**config.mk**
```make
export PLATFORM = sky130hd
export DESIGN_NAME = tdht_ctrl
export DESIGN_NICKNAME = d
export VERILOG_FILES = /design/src/rtl/tdht_pkg.sv /design/src/rtl/tdht_ctrl.sv
export SDC_FILE = /design/constraint.sdc
export NUM_CORES = 1
export LEC_CHECK = 0
export BUFFER_PORTS_ARGS = -buffer_cell sky130_fd_sc_hd__buf_2
export CORE_AREA = 2 2 39 41
export CTS_CLUSTER_SIZE = 16
export DETAILED_ROUTE_END_ITERATION = 10
export DIE_AREA = 0 0 41 43
export SLEW_MARGIN = 0
export SYNTH_ARGS = -nofsm -noshare
export SYNTH_HDL_FRONTEND = slang
export SYNTH_SLANG_ARGS = --single-unit
```
**constraint.sdc**
```tcl
create_clock -name aclk -period 2.03 [get_ports aclk]
set_clock_uncertainty 0.15 [all_clocks]
set_input_delay 0.3045 -clock aclk [delete_from_list [all_inputs] [get_ports aclk]]
set_output_delay 0.3045 -clock aclk [all_outputs]
set_load 0.01 [all_outputs]
```
**src/rtl/tdht_pkg.sv**
```systemverilog
// Shared types and constants for the texture descriptor hash table.
// Holds operation codes, beat widths, the descriptor layout and the
// controller/datapath command and status structs. No dependencies.
package tdht_pkg;

    localparam logic [1:0] FUNC_LOOKUP = 2'd0;
    localparam logic [1:0] FUNC_SET    = 2'd1;
    localparam logic [1:0] FUNC_CLEAR  = 2'd2;

    localparam int IN_DATA_W  = 104;
    localparam int OUT_DATA_W = 96;
    localparam int KEY_W      = 31;
    localparam int DESC_W     = 64;
    localparam int SLOT_W     = KEY_W + DESC_W;

    typedef struct packed {
        logic [8:0]  count;
        logic [7:0]  hl1;
        logic [7:0]  wl1;
        logic [7:0]  offy;
        logic [7:0]  offx;
        logic [14:0] pal;
        logic [7:0]  page;
    } desc_t;

    typedef struct packed {
        logic load;
        logic idx_zero;
        logic idx_init;
        logic idx_adv;
        logic capture;
        logic wr_en;
        logic wr_clear;
        logic out_load;
    } cmd_t;

    typedef struct packed {
        logic [1:0] op;
        logic       mod_done;
        logic       found;
        logic       probe_last;
        logic       idx_last;
        logic       out_free;
    } status_t;

endpackage

```
**src/rtl/tdht_ctrl.sv**
```systemverilog
// Controller FSM for the texture descriptor hash table.
// Sequences accept, modulo, probe, clearing sweep and result hand-off. Uses tdht_pkg.
module tdht_ctrl
    import tdht_pkg::*;
(
    input  logic       aclk,
    input  logic       aresetn,
    input  logic       s_tvalid,
    output logic       s_tready,
    input  logic [1:0] s_func,
    input  status_t    status,
    output cmd_t       cmd
);

    localparam logic [2:0] ST_RST_CLR = 3'd0;
    localparam logic [2:0] ST_IDLE    = 3'd1;
    localparam logic [2:0] ST_MOD     = 3'd2;
    localparam logic [2:0] ST_CHECK   = 3'd3;
    localparam logic [2:0] ST_CLR     = 3'd4;
    localparam logic [2:0] ST_FIN     = 3'd5;

    logic [2:0] state_reg;
    logic [2:0] state_next;
    logic       accept;

    assign s_tready = (state_reg == ST_IDLE);
    assign accept   = s_tvalid && s_tready;

    always_comb begin
        state_next = state_reg;
        cmd        = '0;
        unique case (state_reg)
            ST_RST_CLR, ST_CLR: begin
                cmd.wr_en    = 1'b1;
                cmd.wr_clear = 1'b1;
                if (status.idx_last) begin
                    state_next = (state_reg == ST_CLR) ? ST_FIN : ST_IDLE;
                end else begin
                    cmd.idx_adv = 1'b1;
                end
            end
            ST_IDLE: begin
                if (accept) begin
                    cmd.load = 1'b1;
                    priority if (s_func == FUNC_LOOKUP || s_func == FUNC_SET) begin
                        state_next = ST_MOD;
                    end else if (s_func == FUNC_CLEAR) begin
                        cmd.idx_zero = 1'b1;
                        state_next   = ST_CLR;
                    end else begin
                        state_next = ST_FIN;
                    end
                end
            end
            ST_MOD: begin
                if (status.mod_done) begin
                    cmd.idx_init = 1'b1;
                    state_next   = ST_CHECK;
                end
            end
            ST_CHECK: begin
                if (status.found || status.probe_last) begin
                    cmd.capture = 1'b1;
                    cmd.wr_en   = status.found && (status.op == FUNC_SET);
                    state_next  = ST_FIN;
                end else begin
                    cmd.idx_adv = 1'b1;
                end
            end
            ST_FIN: begin
                if (status.out_free) begin
                    cmd.out_load = 1'b1;
                    state_next   = ST_IDLE;
                end
            end
            default: begin
                state_next = ST_IDLE;
            end
        endcase
    end

    always_ff @(posedge aclk) begin
        if (!aresetn) begin
            state_reg <= ST_RST_CLR;
        end else begin
            state_reg <= state_next;
        end
    end

endmodule

```
**Yosys cells after proc, flatten, opt, wreduce, memory -nomap -nowiden**

Cells that the tools add are included.

- Register bits: 3
- Logic and storage cells: 46

- Equality and inequality tests: 13
- Muxes and demuxes: 24
- Reduce and logical (&&, ||, !) cells: 8

Operators by type and width:

| operator | count |
|---|---|
| two-way mux 3 bit | 7 |
| one-hot mux 3 bit (5 select lines) | 1 |
| two-way mux 1 bit | 11 |
| inequality test 2 bit (second input constant) | 4 |
| equality test 3 x 2 -> 1 bit (second input constant) | 2 |
| equality test 3 bit (second input constant) | 2 |
| two-way mux 2 bit | 3 |
| AND reduction 5 bit | 1 |
| equality test 2 x 1 -> 1 bit (second input constant) | 2 |
| one-hot mux 1 bit (2 select lines) | 2 |
| equality test 3 x 1 -> 1 bit (second input constant) | 1 |
| zero test 3 bit | 1 |
| equality test 2 bit (second input constant) | 1 |
| logical AND 1 bit | 2 |
| zero test 2 bit | 1 |
| logical OR 1 bit | 2 |
| inequality test 2 x 1 -> 1 bit (second input constant) | 1 |
| OR reduction 2 bit | 1 |

**Longest topological paths before layout**

Gate-level depths: netlist of the first run.

- Depth after elaboration: 5
- Depth in mapped cells: 5
- Gate-level depth less buffers: 4

**Worst setup path after synthesis of the first run**

Ideal clock, no wire load.

- Kind: register to output
- Start: reg state_reg[0]
- End: out cmd[6] (netlist bit)
- Data arrival time: 1.337 ns
- Data required time: 1.576 ns
- Setup slack: 0.239 ns
- Stages on the path, launching flop included: 5
- Buffers on the path: 1
- Cells stage by stage: dfxtp_1 buf_4 nor3b_1 and2_1 and3b_1

RTL lines:

| what | line | text |
|---|---|---|
| start: declaration | tdht_ctrl.sv:22 | `logic [2:0] state_reg;` |
| start signal: assignment | tdht_ctrl.sv:86 | `state_reg <= state_next;` |
| end: declaration | tdht_ctrl.sv:12 | `output cmd_t cmd` |

==> qor.yml, run 1 <==
outcome:
  status: "finished, final reports clean"
setup_path:
  crit_arrival_ns: 1.44
  crit_chain: "nand3b_1 > nor3_1 > buf_4 > nor2_1 > inv_1 > buf_2"
  critPathLaunch: "state_reg[1]$_SDFFE_PN0P_"
  r2r_slack_ns: 0.37
  start_kind: "flop"
  endpoint_kind: "output port"
  rr_startpoint: "state_reg[1]$_SDFFE_PN0P_"
  path_class: "reg2out"
  max_stage_delay_ns: 0.54
  slowest_stage: "dfxtp_1"
  ff2ff_path_depth: 4
  crit_required_ns: 1.58
  cp_max_fo: 12
  critPathCapture: "cmd[4]"
  reg2reg_to: "state_reg[2]$_SDFFE_PN0P_"
global_route:
  grt_max_degree: 13
  grt_overflow: 0
  first_global_vias: 354
  antenna_found_initial: 0
  grt_pass1_wl_microns: 1320
  grtUsageTotal: 0.108
power:
  p_leak_nw: 0.216
  ir_drop_v: 0.000196
  powerDensity_nw_per_um2: 669
place:
  place_area_sq_um: 427
  dp_hpwl_microns: 638
  pre_cts_ws_ns: 0.310
  numPlacedInstances: 74
  routabilityCongestion: 0.766
  port_buffers: 20
min_path:
  hold_class: "in2reg"
  holdCritStartpoint: "aresetn"
layout:
  fin_area_sq_um: 458
  final_cells: 78
  fin_nets: 75
  final_common_cell: "buf_2"
  layout_common_cells: "20 x buf_2, 5 x nand2_1, 4 x o21ai_2"
  largest_reg_flops: 3
  seq_area_sq_um: 60.1
  multi_input_area_sq_um: 236
  fillers: 153
  drive_gt1_frac: 0.532
  synthToLayoutAreaGrowth_pct: 45.8
  diodes: 0
route:
  met2WireLength_microns: 412
  viasPerCell: 4.68
  drt-wirelength-per-cell_microns: 10.7
  drc: 0
  ant_nets: 0
  drt-total-wl_microns: 837
  met1_length_microns: 339
  dr.max_layer_used: "met3"
  drt-pass1-iter-count: 4
  drt_iter0_markers: 6
  vias: 365
  wl_met3_microns: 85
timing:
  setup_violations: 0
  maxSlewHeadroom: 0.713
  tns_ns: 0
  slew_violations: 0
  layout_setup_ws_ns: 0.136
  finalCriticalPeriod_ns: 1.89
  period_share: 0.933
  max_freq_mhz: 528
  grt_setup_unrepaired: "no"
  hold_viol: 0
  worst_pin_slew_ns: 0.425
synth:
  syn-instance-count: 39
  syn_area_per_cell_sq_um: 8.05
  synth_enable_flop_cells: 0
  netlist-cell-type-count: 24
  synthArstFlopShare: 0
  synth_ff_type: "dfxtp_1"
  yosysWarnings: 0
  syn_nets: 51
  syn_area_sq_um: 314
  synth_seq_area_share: 0.191
  ys_ff_latch: 3
die:
  die_w_microns: 41
  rows: 14
  ios: 21
  die_height_microns: 43
  start_util: 0.227
  die_area_sq_um: 1760
  core_area_sq_um: 1380
clock_tree:
  cts_tree: "built"
  numCtsBuffers: 3
  root_buffer: "clkbuf_4"
  path_clk_slew_ns: 0.04
  hold_buffers: 0
  clkLatencyLatePin_ns: 0.23
  cts_max_path_buffers: 2
  clkSinkCount: 3
  htree_levels: 1
job:
  cap_violations: 0
## worst min path at each step
stage / slack (ns) / cells past startpoint / endpoint
2_1_floorplan: 0.30 / 2 / state_reg[0]$_SDFFE_PN0P_
3_3_place_gp: 0.46 / 3 / state_reg[0]$_SDFFE_PN0P_
3_5_place_dp: 0.47 / 3 / state_reg[0]$_SDFFE_PN0P_
4_1_cts: 0.22 / 3 / state_reg[0]$_SDFFE_PN0P_
5_1_grt: 0.23 / 3 / state_reg[0]$_SDFFE_PN0P_
6_report: 0.23 / 3 / state_reg[0]$_SDFFE_PN0P_
## timing repair
action,4_1_cts,5_1_grt
resized for setup,0,1
setup buffers,0,0
endpoints found under the setup margin,0,1
## final cells by class
class,count,share of cell area
multi-input cells,32,0.516
repair buffers,21,0.235
flip-flops and latches,3,0.131
clock buffers,4,0.0574
well taps,16,0.0437
inverters,2,0.0164
## metrics by stage
stage,hold WS (ns),util,power (mW)
after CTS,0.223,0.327,0.312
after global routing,0.234,0.331,0.328
final,0.233,0.331,0.306
after floorplan,0.298,-,0.163
after global placement,0.465,0.308,0.199
after detailed placement,0.474,0.308,0.199
## metal layers
metal / vias to the layer above / global-route usage
met4: 0 / 0.0800
met3: 0 / 0.0209
met5: - / 0
met2: 16 / 0.163
met1: 156 / 0.129
li1: 193 / -
## cell usage after synthesis, types with 2 or more instances
library cell | number | area, sq um
buf_4 | 2 | 15.0
dfxtp_1 | 3 | 60.1
inv_1 | 2 | 7.51
nand2_1 | 5 | 18.8
nor2_1 | 3 | 11.3
nor3_1 | 2 | 10.0
o211ai_1 | 2 | 15.0
o21ai_2 | 4 | 35.0
## report_power, final
group / leakage (nW) / internal, mW / switching (mW)
clock network: 0.0150 / 0.0737 / 0.0322
logic: 0.176 / 0.0578 / 0.0565
registers: 0.0246 / 0.0667 / 0.0192
total: 0.216 / 0.198 / 0.108
## critical path, delay by kind of cell, from the launching register on
family | cells | cell delay (ns)
DFF | 1 | 0.54
buffers and inverters | 3 | 0.31
and+or+nand+nor | 3 | 0.35
## kinds of logic after synthesis
logic type	synth area share
buf+inv	0.0717
compound gates	0.295
mux	0.0478
flops	0.191
simple gates	0.394
(Power assumes the default switching activity.)
==> run 2: changes to the inputs <==
==> constraint.sdc (replaced) <==
create_clock -name aclk -period 1.8 [get_ports aclk]
set_clock_uncertainty 0.15 [all_clocks]
set_input_delay 0.27 -clock aclk [delete_from_list [all_inputs] [get_ports aclk]]
set_output_delay 0.27 -clock aclk [all_outputs]
set_load 0.01 [all_outputs]
==> run 2 against run 1 <==
  * Utilization increased by 2.1 points
  * Final cell count rose by 2.6%
  * Clock power grew 16%
  * Critical path depth is 3 lower
  * Routed wire length decreased by 3.6%
  * Combinational power rose by 34%
  * Sequential power grew 6.8%
  * Highest routed layer is now met4
  * Die area stayed put
  * Largest power group unchanged
  * Critical endpoint is now cmd[2]
  * Sequential share of layout area is 0.52 points lower
  * Largest cell class unchanged
  * Via count up 6.0%
  * Hold slack lost 0.041 ns
==> qor.yml, run 2 (same netlist as run 1, synthesis figures left out) <==
outcome:
  status: "finished, final reports clean"
route:
  vias: 387
  viasPerCell: 4.84
  drt-total-wl_microns: 807
  ant_nets: 0
  drt-pass1-iter-count: 2
  drt_iter0_markers: 3
  drt-wirelength-per-cell_microns: 10.1
  drc: 0
clock_tree:
  htree_levels: 1
  hold_buffers: 0
  cts_max_path_buffers: 2
  clkSinkCount: 3
  cts_tree: "built"
  root_buffer: "clkbuf_4"
  path_clk_slew_ns: 0.04
  cts_setup_buffers: 0
  clkLatencyLatePin_ns: 0.24
  numCtsBuffers: 3
  cts-resized-gates: 0
layout:
  seq_area_sq_um: 61.3
  diodes: 0
  fillers: 149
  fin_area_sq_um: 487
  largest_reg_flops: 3
  fin_nets: 77
  final_cells: 80
  final_common_cell: "buf_2"
  synthToLayoutAreaGrowth_pct: 55.0
  postLayoutCoreUtil: 0.352
  multi_input_area_sq_um: 249
  drive_gt1_frac: 0.594
  layout_common_cells: "20 x buf_2, 5 x nand2_1, 4 x o21ai_2"
setup_path:
  endpoint_kind: "output port"
  start_kind: "flop"
  crit_required_ns: 1.38
  crit_arrival_ns: 1.28
  cp_max_fo: 8
  path_class: "reg2out"
die:
  die_w_microns: 41
  die_height_microns: 43
  ios: 21
  rows: 14
  start_util: 0.227
  core_area_sq_um: 1380
  die_area_sq_um: 1760
place:
  port_buffers: 20
  dp_hpwl_microns: 645
  place_area_sq_um: 442
  pre_cts_ws_ns: 0.171
  routabilityCongestion: 0.860
  numPlacedInstances: 76
power:
  powerDensity_nw_per_um2: 755
  ir_drop_v: 0.000228
  p_leak_nw: 0.229
timing:
  setup_violations: 0
  max_freq_mhz: 589
  grt_setup_unrepaired: "no"
  hold_viol: 0
  period_share: 0.943
  tns_ns: 0
  maxSlewHeadroom: 0.711
  slew_violations: 0
  worst_pin_slew_ns: 0.428
  finalCriticalPeriod_ns: 1.70
  layout_setup_ws_ns: 0.103
global_route:
  grt_pass1_wl_microns: 1330
  grtUsageTotal: 0.113
  grt_max_degree: 13
  first_global_vias: 359
  antenna_found_initial: 0
  grt_overflow: 0
job:
  cap_violations: 0
min_path:
  hold_class: "in2reg"
## run 2: changes by cell type in the layout (fill, tap and decap cells not counted), sizes merged
cell / change
buf: +2
## run 2: metrics by stage
stage / power, mW / hold WS, ns
2_1_floorplan: 0.183 / 0.264
3_3_place_gp: 0.240 / 0.439
3_5_place_dp: 0.239 / 0.439
4_1_cts: 0.365 / 0.189
5_1_grt: 0.393 / 0.214
6_report: 0.367 / 0.192
## run 2: report_power, final
group | switching [mW] | leakage, nW | internal, mW
Combinational | 0.0744 | 0.189 | 0.0782
Clock | 0.0397 | 0.0150 | 0.0834
Sequential | 0.0161 | 0.0250 | 0.0756
## run 2: critical path, stage by stage, from the launching register on
cell and delay, ns:
dfxtp_1 0.38, nand3b_1 0.24, o32ai_2 0.26, buf_2 0.16
## run 2: worst paths after layout
path	start	to	slack, ns	cells after the start
hold reg to reg	state_reg[1]$_SDFFE_PN0P_	state_reg[1]$_SDFFE_PN0P_	0.45	2
hold / removal	aresetn	state_reg[0]$_SDFFE_PN0P_	0.19	3
setup / recovery	state_reg[2]$_SDFFE_PN0P_	cmd[2]	0.10	3
setup reg to reg	state_reg[2]$_SDFFE_PN0P_	state_reg[2]$_SDFFE_PN0P_	0.14	5
## run 2: cell type report
class                      count  share of cell area
tap                           16              0.0411
timing repair buffer          23               0.252
multi-input combinational     32               0.512
inverter                       2              0.0154
sequential                     3               0.126
clock buffer                   4              0.0540
## run 2: layer usage
layer	vias up	part of all wire	wire length, microns	global-route usage
met2	16	0.44	356	0.156
met1	169	0.47	376	0.142
met4	0	0.025	20	0.100
met3	2	0.067	54	0.0157
li1	200	-	-	-
met5	-	0	0	0
